**src/sv/ird_pkg.sv**
```systemverilog
// ----------------------------------------------------------------------------
// ird_pkg
// Shared types and constants of the interleaved request deframer.
// ----------------------------------------------------------------------------
package ird_pkg;

  localparam int unsigned ByteW    = 8;
  localparam int unsigned LenW     = 12;
  localparam int unsigned PayLenW  = 16;

  localparam logic [ByteW-1:0] ChDollar = 8'h24;
  localparam logic [ByteW-1:0] ChCr     = 8'h0D;
  localparam logic [ByteW-1:0] ChLf     = 8'h0A;

  localparam logic [LenW-1:0] MaxLenReset = 12'd2047;

  // Header bytes after the '$' marker: channel, length high, length low.
  localparam logic [1:0] HdrChannel = 2'd0;
  localparam logic [1:0] HdrLenHigh = 2'd1;
  localparam logic [1:0] HdrLenLow  = 2'd2;

  // Progress through CR LF CR LF.
  localparam logic [1:0] TermNone  = 2'd0;
  localparam logic [1:0] TermCr    = 2'd1;
  localparam logic [1:0] TermCrLf  = 2'd2;
  localparam logic [1:0] TermCrLfCr = 2'd3;

  typedef enum logic [2:0] {
    ModeIdle         = 3'd0,
    ModeFrameHeader  = 3'd1,
    ModeFramePayload = 3'd2,
    ModeRequest      = 3'd3,
    ModeError        = 3'd4
  } parse_mode_e;

  typedef struct packed {
    logic             valid;
    logic [ByteW-1:0] req_byte;
    logic             req_last;
    logic             overflow_error;
  } result_t;

endpackage

```
**src/sv/interleaved_request_deframer.sv**
```systemverilog
// ----------------------------------------------------------------------------
// interleaved_request_deframer
// Splits a received RTSP-over-TCP byte stream into text requests and drops
// interleaved binary frames.
// ----------------------------------------------------------------------------
// One byte is taken every cycle when the output side keeps up. A byte is
// caught in an input register and parsed from there; its request byte (if
// any) is loaded into the result register when the parser steps, which
// happens only while the result register is empty or being read. The
// parser updates its state once per byte, which sets the rate of one byte
// per cycle. Binary frames, stray CR/LF bytes between messages, and all
// bytes after an overflow give no output.
// An overflow raises tuser with tdata zero and blocks the connection until
// a byte arrives with conn_start set. max_request_len is written on cfg_we_i
// and must only change while the block is idle.
module interleaved_request_deframer (
  input  logic                      clk_i,
  input  logic                      rst_ni,
  input  logic                      cfg_we_i,
  input  logic [11:0]               cfg_wdata_i,     // max_request_len
  input  logic                      s_axis_tvalid,
  output logic                      s_axis_tready,
  input  logic [7:0]                s_axis_tdata,    // [7:0] rx_byte
  input  logic                      s_axis_tuser,    // [0] conn_start
  output logic                      m_axis_tvalid,
  input  logic                      m_axis_tready,
  output logic [7:0]                m_axis_tdata,    // [7:0] req_byte
  output logic                      m_axis_tlast,    // req_last
  output logic                      m_axis_tuser     // [0] overflow_error
);

  logic [ird_pkg::LenW-1:0]  max_len_q;
  logic                      in_valid_q;
  logic [ird_pkg::ByteW-1:0] in_byte_q;
  logic                      in_start_q;
  logic                      out_valid_q;
  logic [ird_pkg::ByteW-1:0] out_byte_q;
  logic                      out_last_q;
  logic                      out_err_q;
  logic                      advance;
  ird_pkg::result_t          result;

  // The parser steps whenever the result register can take what it yields.
  assign advance       = in_valid_q && (!out_valid_q || m_axis_tready);
  assign s_axis_tready = !in_valid_q || advance;

  ird_parser u_parser (
    .clk_i        (clk_i),
    .rst_ni       (rst_ni),
    .step_i       (advance),
    .rx_byte_i    (in_byte_q),
    .conn_start_i (in_start_q),
    .max_len_i    (max_len_q),
    .result_o     (result)
  );

  always_ff @(posedge clk_i or negedge rst_ni) begin
    if (!rst_ni) begin
      max_len_q   <= ird_pkg::MaxLenReset;
      in_valid_q  <= 1'b0;
      out_valid_q <= 1'b0;
    end else begin
      if (cfg_we_i) begin
        max_len_q <= cfg_wdata_i;
      end
      if (s_axis_tready) begin
        in_valid_q <= s_axis_tvalid;
      end
      if (advance) begin
        out_valid_q <= result.valid;
      end else if (m_axis_tready) begin
        out_valid_q <= 1'b0;
      end
    end
  end

  always_ff @(posedge clk_i) begin
    if (s_axis_tready && s_axis_tvalid) begin
      in_byte_q  <= s_axis_tdata;
      in_start_q <= s_axis_tuser;
    end
    if (advance && result.valid) begin
      out_byte_q <= result.req_byte;
      out_last_q <= result.req_last;
      out_err_q  <= result.overflow_error;
    end
  end

  assign m_axis_tvalid = out_valid_q;
  assign m_axis_tdata  = out_byte_q;
  assign m_axis_tlast  = out_last_q;
  assign m_axis_tuser  = out_err_q;

endmodule

```
**src/sv/ird_parser.sv**
```systemverilog
// ----------------------------------------------------------------------------
// ird_parser
// Parser state and per-byte decision: skips framing bytes, discards
// interleaved binary frames and passes text request bytes on.
// ----------------------------------------------------------------------------
module ird_parser (
  input  logic                           clk_i,
  input  logic                           rst_ni,
  input  logic                           step_i,
  input  logic [ird_pkg::ByteW-1:0]      rx_byte_i,
  input  logic                           conn_start_i,
  input  logic [ird_pkg::LenW-1:0]       max_len_i,
  output ird_pkg::result_t               result_o
);

  ird_pkg::parse_mode_e           mode_q, mode_d, mode_c;
  logic [1:0]                     hdr_idx_q, hdr_idx_d, hdr_idx_c;
  logic [ird_pkg::ByteW-1:0]      len_high_q, len_high_d, len_high_c;
  logic [ird_pkg::PayLenW-1:0]    remain_q, remain_d, remain_c;
  logic [ird_pkg::LenW-1:0]       count_q, count_d, count_c;
  logic [1:0]                     term_q, term_d, term_c;
  logic [ird_pkg::LenW:0]         count_inc;
  logic [ird_pkg::PayLenW-1:0]    remain_dec;
  logic                           is_cr, is_lf;

  assign is_cr = (rx_byte_i == ird_pkg::ChCr);
  assign is_lf = (rx_byte_i == ird_pkg::ChLf);

  always_comb begin
    // A connection restart clears the parser before this byte is handled.
    if (conn_start_i) begin
      mode_c     = ird_pkg::ModeIdle;
      hdr_idx_c  = '0;
      len_high_c = '0;
      remain_c   = '0;
      count_c    = '0;
      term_c     = ird_pkg::TermNone;
    end else begin
      mode_c     = mode_q;
      hdr_idx_c  = hdr_idx_q;
      len_high_c = len_high_q;
      remain_c   = remain_q;
      count_c    = count_q;
      term_c     = term_q;
    end

    mode_d     = mode_c;
    hdr_idx_d  = hdr_idx_c;
    len_high_d = len_high_c;
    remain_d   = remain_c;
    count_d    = count_c;
    term_d     = term_c;
    result_o   = '0;

    // The first byte of a request starts from a zero count.
    if (mode_c == ird_pkg::ModeIdle) begin
      count_inc = {{ird_pkg::LenW{1'b0}}, 1'b1};
    end else begin
      count_inc = {1'b0, count_c} + {{ird_pkg::LenW{1'b0}}, 1'b1};
    end
    remain_dec = (remain_c != '0) ? remain_c - 1'b1 : remain_c;

    case (mode_c)
      ird_pkg::ModeFrameHeader: begin
        if (hdr_idx_c == ird_pkg::HdrChannel) begin
          hdr_idx_d = ird_pkg::HdrLenHigh;
        end else if (hdr_idx_c == ird_pkg::HdrLenHigh) begin
          len_high_d = rx_byte_i;
          hdr_idx_d  = ird_pkg::HdrLenLow;
        end else begin
          remain_d  = {len_high_c, rx_byte_i};
          hdr_idx_d = '0;
          mode_d    = ({len_high_c, rx_byte_i} == '0) ? ird_pkg::ModeIdle
                                                      : ird_pkg::ModeFramePayload;
        end
      end
      ird_pkg::ModeFramePayload: begin
        remain_d = remain_dec;
        if (remain_dec == '0) begin
          mode_d = ird_pkg::ModeIdle;
        end
      end
      ird_pkg::ModeIdle, ird_pkg::ModeRequest: begin
        if (mode_c == ird_pkg::ModeIdle && (is_cr || is_lf)) begin
          // Stray line endings between messages are dropped.
        end else if (mode_c == ird_pkg::ModeIdle && rx_byte_i == ird_pkg::ChDollar) begin
          mode_d     = ird_pkg::ModeFrameHeader;
          hdr_idx_d  = '0;
          len_high_d = '0;
          remain_d   = '0;
        end else if (count_inc > {1'b0, max_len_i}) begin
          mode_d                  = ird_pkg::ModeError;
          count_d                 = '0;
          term_d                  = ird_pkg::TermNone;
          result_o.valid          = 1'b1;
          result_o.overflow_error = 1'b1;
        end else begin
          mode_d            = ird_pkg::ModeRequest;
          count_d           = count_inc[ird_pkg::LenW-1:0];
          result_o.valid    = 1'b1;
          result_o.req_byte = rx_byte_i;
          if (mode_c == ird_pkg::ModeIdle) begin
            term_d = ird_pkg::TermNone;
          end
          if (is_cr) begin
            term_d = (mode_c == ird_pkg::ModeRequest && term_c == ird_pkg::TermCrLf)
                     ? ird_pkg::TermCrLfCr : ird_pkg::TermCr;
          end else if (is_lf && mode_c == ird_pkg::ModeRequest) begin
            if (term_c == ird_pkg::TermCr) begin
              term_d = ird_pkg::TermCrLf;
            end else if (term_c == ird_pkg::TermCrLfCr) begin
              result_o.req_last = 1'b1;
              mode_d            = ird_pkg::ModeIdle;
              count_d           = '0;
              term_d            = ird_pkg::TermNone;
            end else begin
              term_d = ird_pkg::TermNone;
            end
          end else begin
            term_d = ird_pkg::TermNone;
          end
        end
      end
      default: begin
        mode_d = ird_pkg::ModeError;
      end
    endcase

    if (!step_i) begin
      result_o = '0;
    end
  end

  always_ff @(posedge clk_i or negedge rst_ni) begin
    if (!rst_ni) begin
      mode_q     <= ird_pkg::ModeIdle;
      hdr_idx_q  <= '0;
      len_high_q <= '0;
      remain_q   <= '0;
      count_q    <= '0;
      term_q     <= ird_pkg::TermNone;
    end else if (step_i) begin
      mode_q     <= mode_d;
      hdr_idx_q  <= hdr_idx_d;
      len_high_q <= len_high_d;
      remain_q   <= remain_d;
      count_q    <= count_d;
      term_q     <= term_d;
    end
  end

endmodule

```
**config.mk**
```make
export PLATFORM = sky130hd
export DESIGN_NAME = interleaved_request_deframer
export DESIGN_NICKNAME = d
export VERILOG_FILES = /design/src/sv/ird_pkg.sv /design/src/sv/interleaved_request_deframer.sv /design/src/sv/ird_parser.sv
export SDC_FILE = /design/constraint.sdc
export NUM_CORES = 1
export LEC_CHECK = 0
export ABC_AREA = 1
export BUFFER_PORTS_ARGS = -buffer_cell sky130_fd_sc_hd__buf_2
export CAP_MARGIN = 0
export CORE_MARGIN = 2
export CORE_UTILIZATION = 25
export DETAILED_ROUTE_END_ITERATION = 7
export RECOVER_POWER = 50
export SLEW_MARGIN = 20
export SYNTH_ARGS = -nofsm -noshare
export SYNTH_HDL_FRONTEND = slang
export SYNTH_SLANG_ARGS = --single-unit
```
**constraint.sdc**
```tcl
create_clock -name clk_i -period 5.25 [get_ports clk_i]
set_input_delay 0 -clock clk_i [delete_from_list [all_inputs] [get_ports clk_i]]
set_output_delay 0 -clock clk_i [all_outputs]
set_load 0.03 [all_outputs]
```
==> flow_summary.json <==
{
  "status": "finished, violations left",
  "violations": "max-capacitance violations, max-slew violations",
  "syn_nets": 735,
  "multi_input_area_um2": 2550,
  "slew_headroom_pct": -114,
  "fin_crit_sh_pct": 70.5,
  "worstHoldStart": "cfg_we_i",
  "synth_compound_area_share_pct": 17.2,
  "track_usage_pct": 13.3,
  "setup_slack_ns": 1.55,
  "tightestPinTransition_ns": 3.20,
  "holdPathEnd": "max_len_q[2]",
  "synth_xor_area_share_pct": 0.347,
  "clk_path_buf_depth": 2,
  "power_uw": 3060,
  "clk_pin_slew_ns": 0.06,
  "start_util_pct": 25.7,
  "ys_top_cells_by_count": "176 x nand2_1, 93 x inv_1, 69 x nor2_1, 52 x o21ai_0, 46 x dfrtp_1",
  "hold_viol": 0,
  "ys.warnings.count": 0,
  "seq_area_frac_synth_pct": 39.8,
  "power_density_nw_per_um2": 512,
  "p_leak_uw": 0.00282,
  "slew_violations": 58,
  "dieHeight_um": 146,
  "yosys.area.top_type": "dfrtp_1",
  "grt_max_degree": 58,
  "synthMuxAreaShare_pct": 0.223,
  "finClkSkew_ns": 0.00706,
  "drc": 0,
  "ff_latch_area_um2": 2010,
  "drt_iter0_markers": 350,
  "die_x_um": 146,
  "finalCriticalPeriod_ns": 3.70,
  "grt_pass1_wl_um": 22900,
  "synthFlopType": "dfrtp_1",
  "diodes": 0,
  "grt_overflow": 0,
  "synth_fa_ha_area_share_pct": 3.72,
  "min_delay_path_depth": 3,
  "htreeDepth": 3,
  "synth_top_area_share_pct": 22.8,
  "ys_seq_elements": 76,
  "cts_made_buffers": 9,
  "fp.coreArea_um2": 19700,
  "synth_edf_count": 19,
  "cp_max_fo": 22,
  "final_layout_size_suffix_gt1_share_pct": 11.0,
  "first_pass_iters": 4,
  "via_per_inst": 4.65,
  "irDropWorstVdd_uv": 189,
  "std_cell_rows": 51,
  "wl_met1_um": 6890,
  "wl_per_cell_um": 13.3,
  "synth_area_leaders": "dfrtp_1 23%, nand2_1 13%, edfxtp_1 11%",
  "vias": 4750,
  "worstReg2RegStart": "in_start_q",
  "setup.worst_path.class": "register to register",
  "timing.critical_path.from": "in_start_q",
  "cts_root_buf": "clkbuf_16",
  "nFillCells": 2202,
  "synth-simple-area-share_pct": 29.0,
  "numClockSinks": 76,
  "hpwl_um": 9890,
  "cp-end-kind": "register",
  "avgSynthCellArea_um2": 7.28,
  "crit_arrival_ns": 3.95,
  "dpl_worst_slack_ns": 1.58,
  "wl_um": 13600,
  "insertion_delay_ns": 0.34,
  "dieArea_um2": 21400,
  "met3_length_um": 657,
  "synth_top_family_by_area": "simple AND/OR/NAND/NOR gates",
  "max-cap-violations": 1,
  "regToRegEndpoint": "u_parser.count_q[9]",
  "hold_class": "input pin to register",
  "grt_pass1_vias": 4441,
  "crit_required_ns": 5.50,
  "areaGrowthSynthToFinish_pct": 18.5,
  "syn-cell-area_um2": 5050,
  "rsz0062_at_grt": "false",
  "top_layer": "met4",
  "nNetsFinal": 792,
  "utilization_pct": 30.4,
  "syn_inst": 694,
  "r2r_slack_ns": 1.55,
  "grt_antenna_before_repair": 0,
  "setup_viol": 0,
  "worstSetupStartpointType": "register",
  "ys_types": 47,
  "yosysMostFrequentCell": "nand2_1",
  "async_reset_ff_share_pct": 75.0,
  "place.gp.congestion": 0.894,
  "fin_tns_setup_ns": 0,
  "met2WireLength_um": 5810,
  "drtAntennaViolNets": 0,
  "max_freq_ghz": 0.270,
  "pin_count": 38,
  "cts_setup_buffers": 0,
  "reg2reg_depth": 22,
  "cts_tree": "done",
  "io_buffer_count": 37
}
how the worst max path moves through the flow:
stage | to | slack, ns | depth (start not counted)
floorplan | u_parser.count_q[9] | 1.86 | 23
global placement | u_parser.count_q[9] | 1.72 | 22
global route | u_parser.count_q[9] | 1.14 | 22
finish | u_parser.count_q[9] | 1.55 | 22
detailed placement | u_parser.count_q[8] | 1.58 | 22
CTS | u_parser.count_q[6] | 1.56 | 22
repair_timing:
action                    4_1_cts  5_1_grt
hold endpoints to repair       69        0
gates resized for setup         0        0
hold buffers                   25        0
cell families after synthesis:
family                     count (synthesis)
xor gates and xnor gates                   2
and+or+nand+nor                          337
AOI/OAI and AO/OA                        142
muxes                                      1
adders and majority gates                 15
DFF                                       76
buffers and inverters                    121
report_power, final:
part | leakage (uW) | internal [uW] | switching [uW] | total (uW)
registers | 0.000859 | 837 | 154 | 991
clock network | 0.000123 | 317 | 242 | 559
logic | 0.00184 | 476 | 1040 | 1510
layer usage:
| metal | vias up | global-route usage, % |
|---|---|---|
| met5 | - | 0 |
| met4 | 0 | 4.85 |
| met3 | 18 | 1.69 |
| met2 | 145 | 19.7 |
| met1 | 2159 | 19.7 |
| li1 | 2428 | - |
cell type report:
cell class | count | area share [%]
multi-input cells | 497 | 42.6
flip-flops and latches | 76 | 33.6
repair buffers | 67 | 7.59
inverters | 100 | 6.31
well taps | 265 | 5.54
clock buffers | 11 | 3.89
clock inverters | 5 | 0.481
flip-flops by register name, indices dropped and copies added (netlist names), 2 cells and up:
name,cells
u_parser.remain_q,16
max_len_q,12
u_parser.count_q,12
m_axis_tdata,8
u_parser.hdr_idx_q,2
u_parser.term_q,2
u_parser.mode_q,3
u_parser.len_high_q,8
in_byte_q,8
cells in the final DEF (no fill, tap or decap), drive strengths merged, types with 19 or more instances in the layout:
| master | count |
|---|---|
| nand2 | 184 |
| inv | 100 |
| nor2 | 78 |
| o21ai | 58 |
| dfrtp | 46 |
| nand3 | 46 |
| a21oi | 35 |
| buf | 29 |
| dlygate4sd3 | 25 |
| clkbuf | 24 |
| edfxtp | 19 |
worst max-delay path, stage by stage (launching register included):
cell and delay, ns:
edfxtp_1 0.36, buf_4 0.23, nor2_1 0.18, ha_1 0.18, inv_1 0.05, nor2_2 0.14
nand3_1 0.11, nor2_1 0.17, nand3_1 0.12, inv_2 0.09, nand3_1 0.10, nor2_1 0.14
nor3b_2 0.07, ha_1 0.31, nand2_1 0.06, nor2_1 0.11, nand4_1 0.10, or2_2 0.28
nand2_1 0.11, nand3_2 0.14, nor2_2 0.32, nand2_1 0.10, a22oi_1 0.15
through the flow:
stage	std cells	hold slack (ns)	instance area [um^2]
2_1_floorplan	694	-0.296	5050
3_3_place_gp	980	0.179	5490
3_5_place_dp	980	0.180	5490
4_1_cts	1021	0.0321	6000
5_1_grt	1021	0.0686	5980
6_report	1021	0.0302	5980
(Power assumes the default switching activity.)
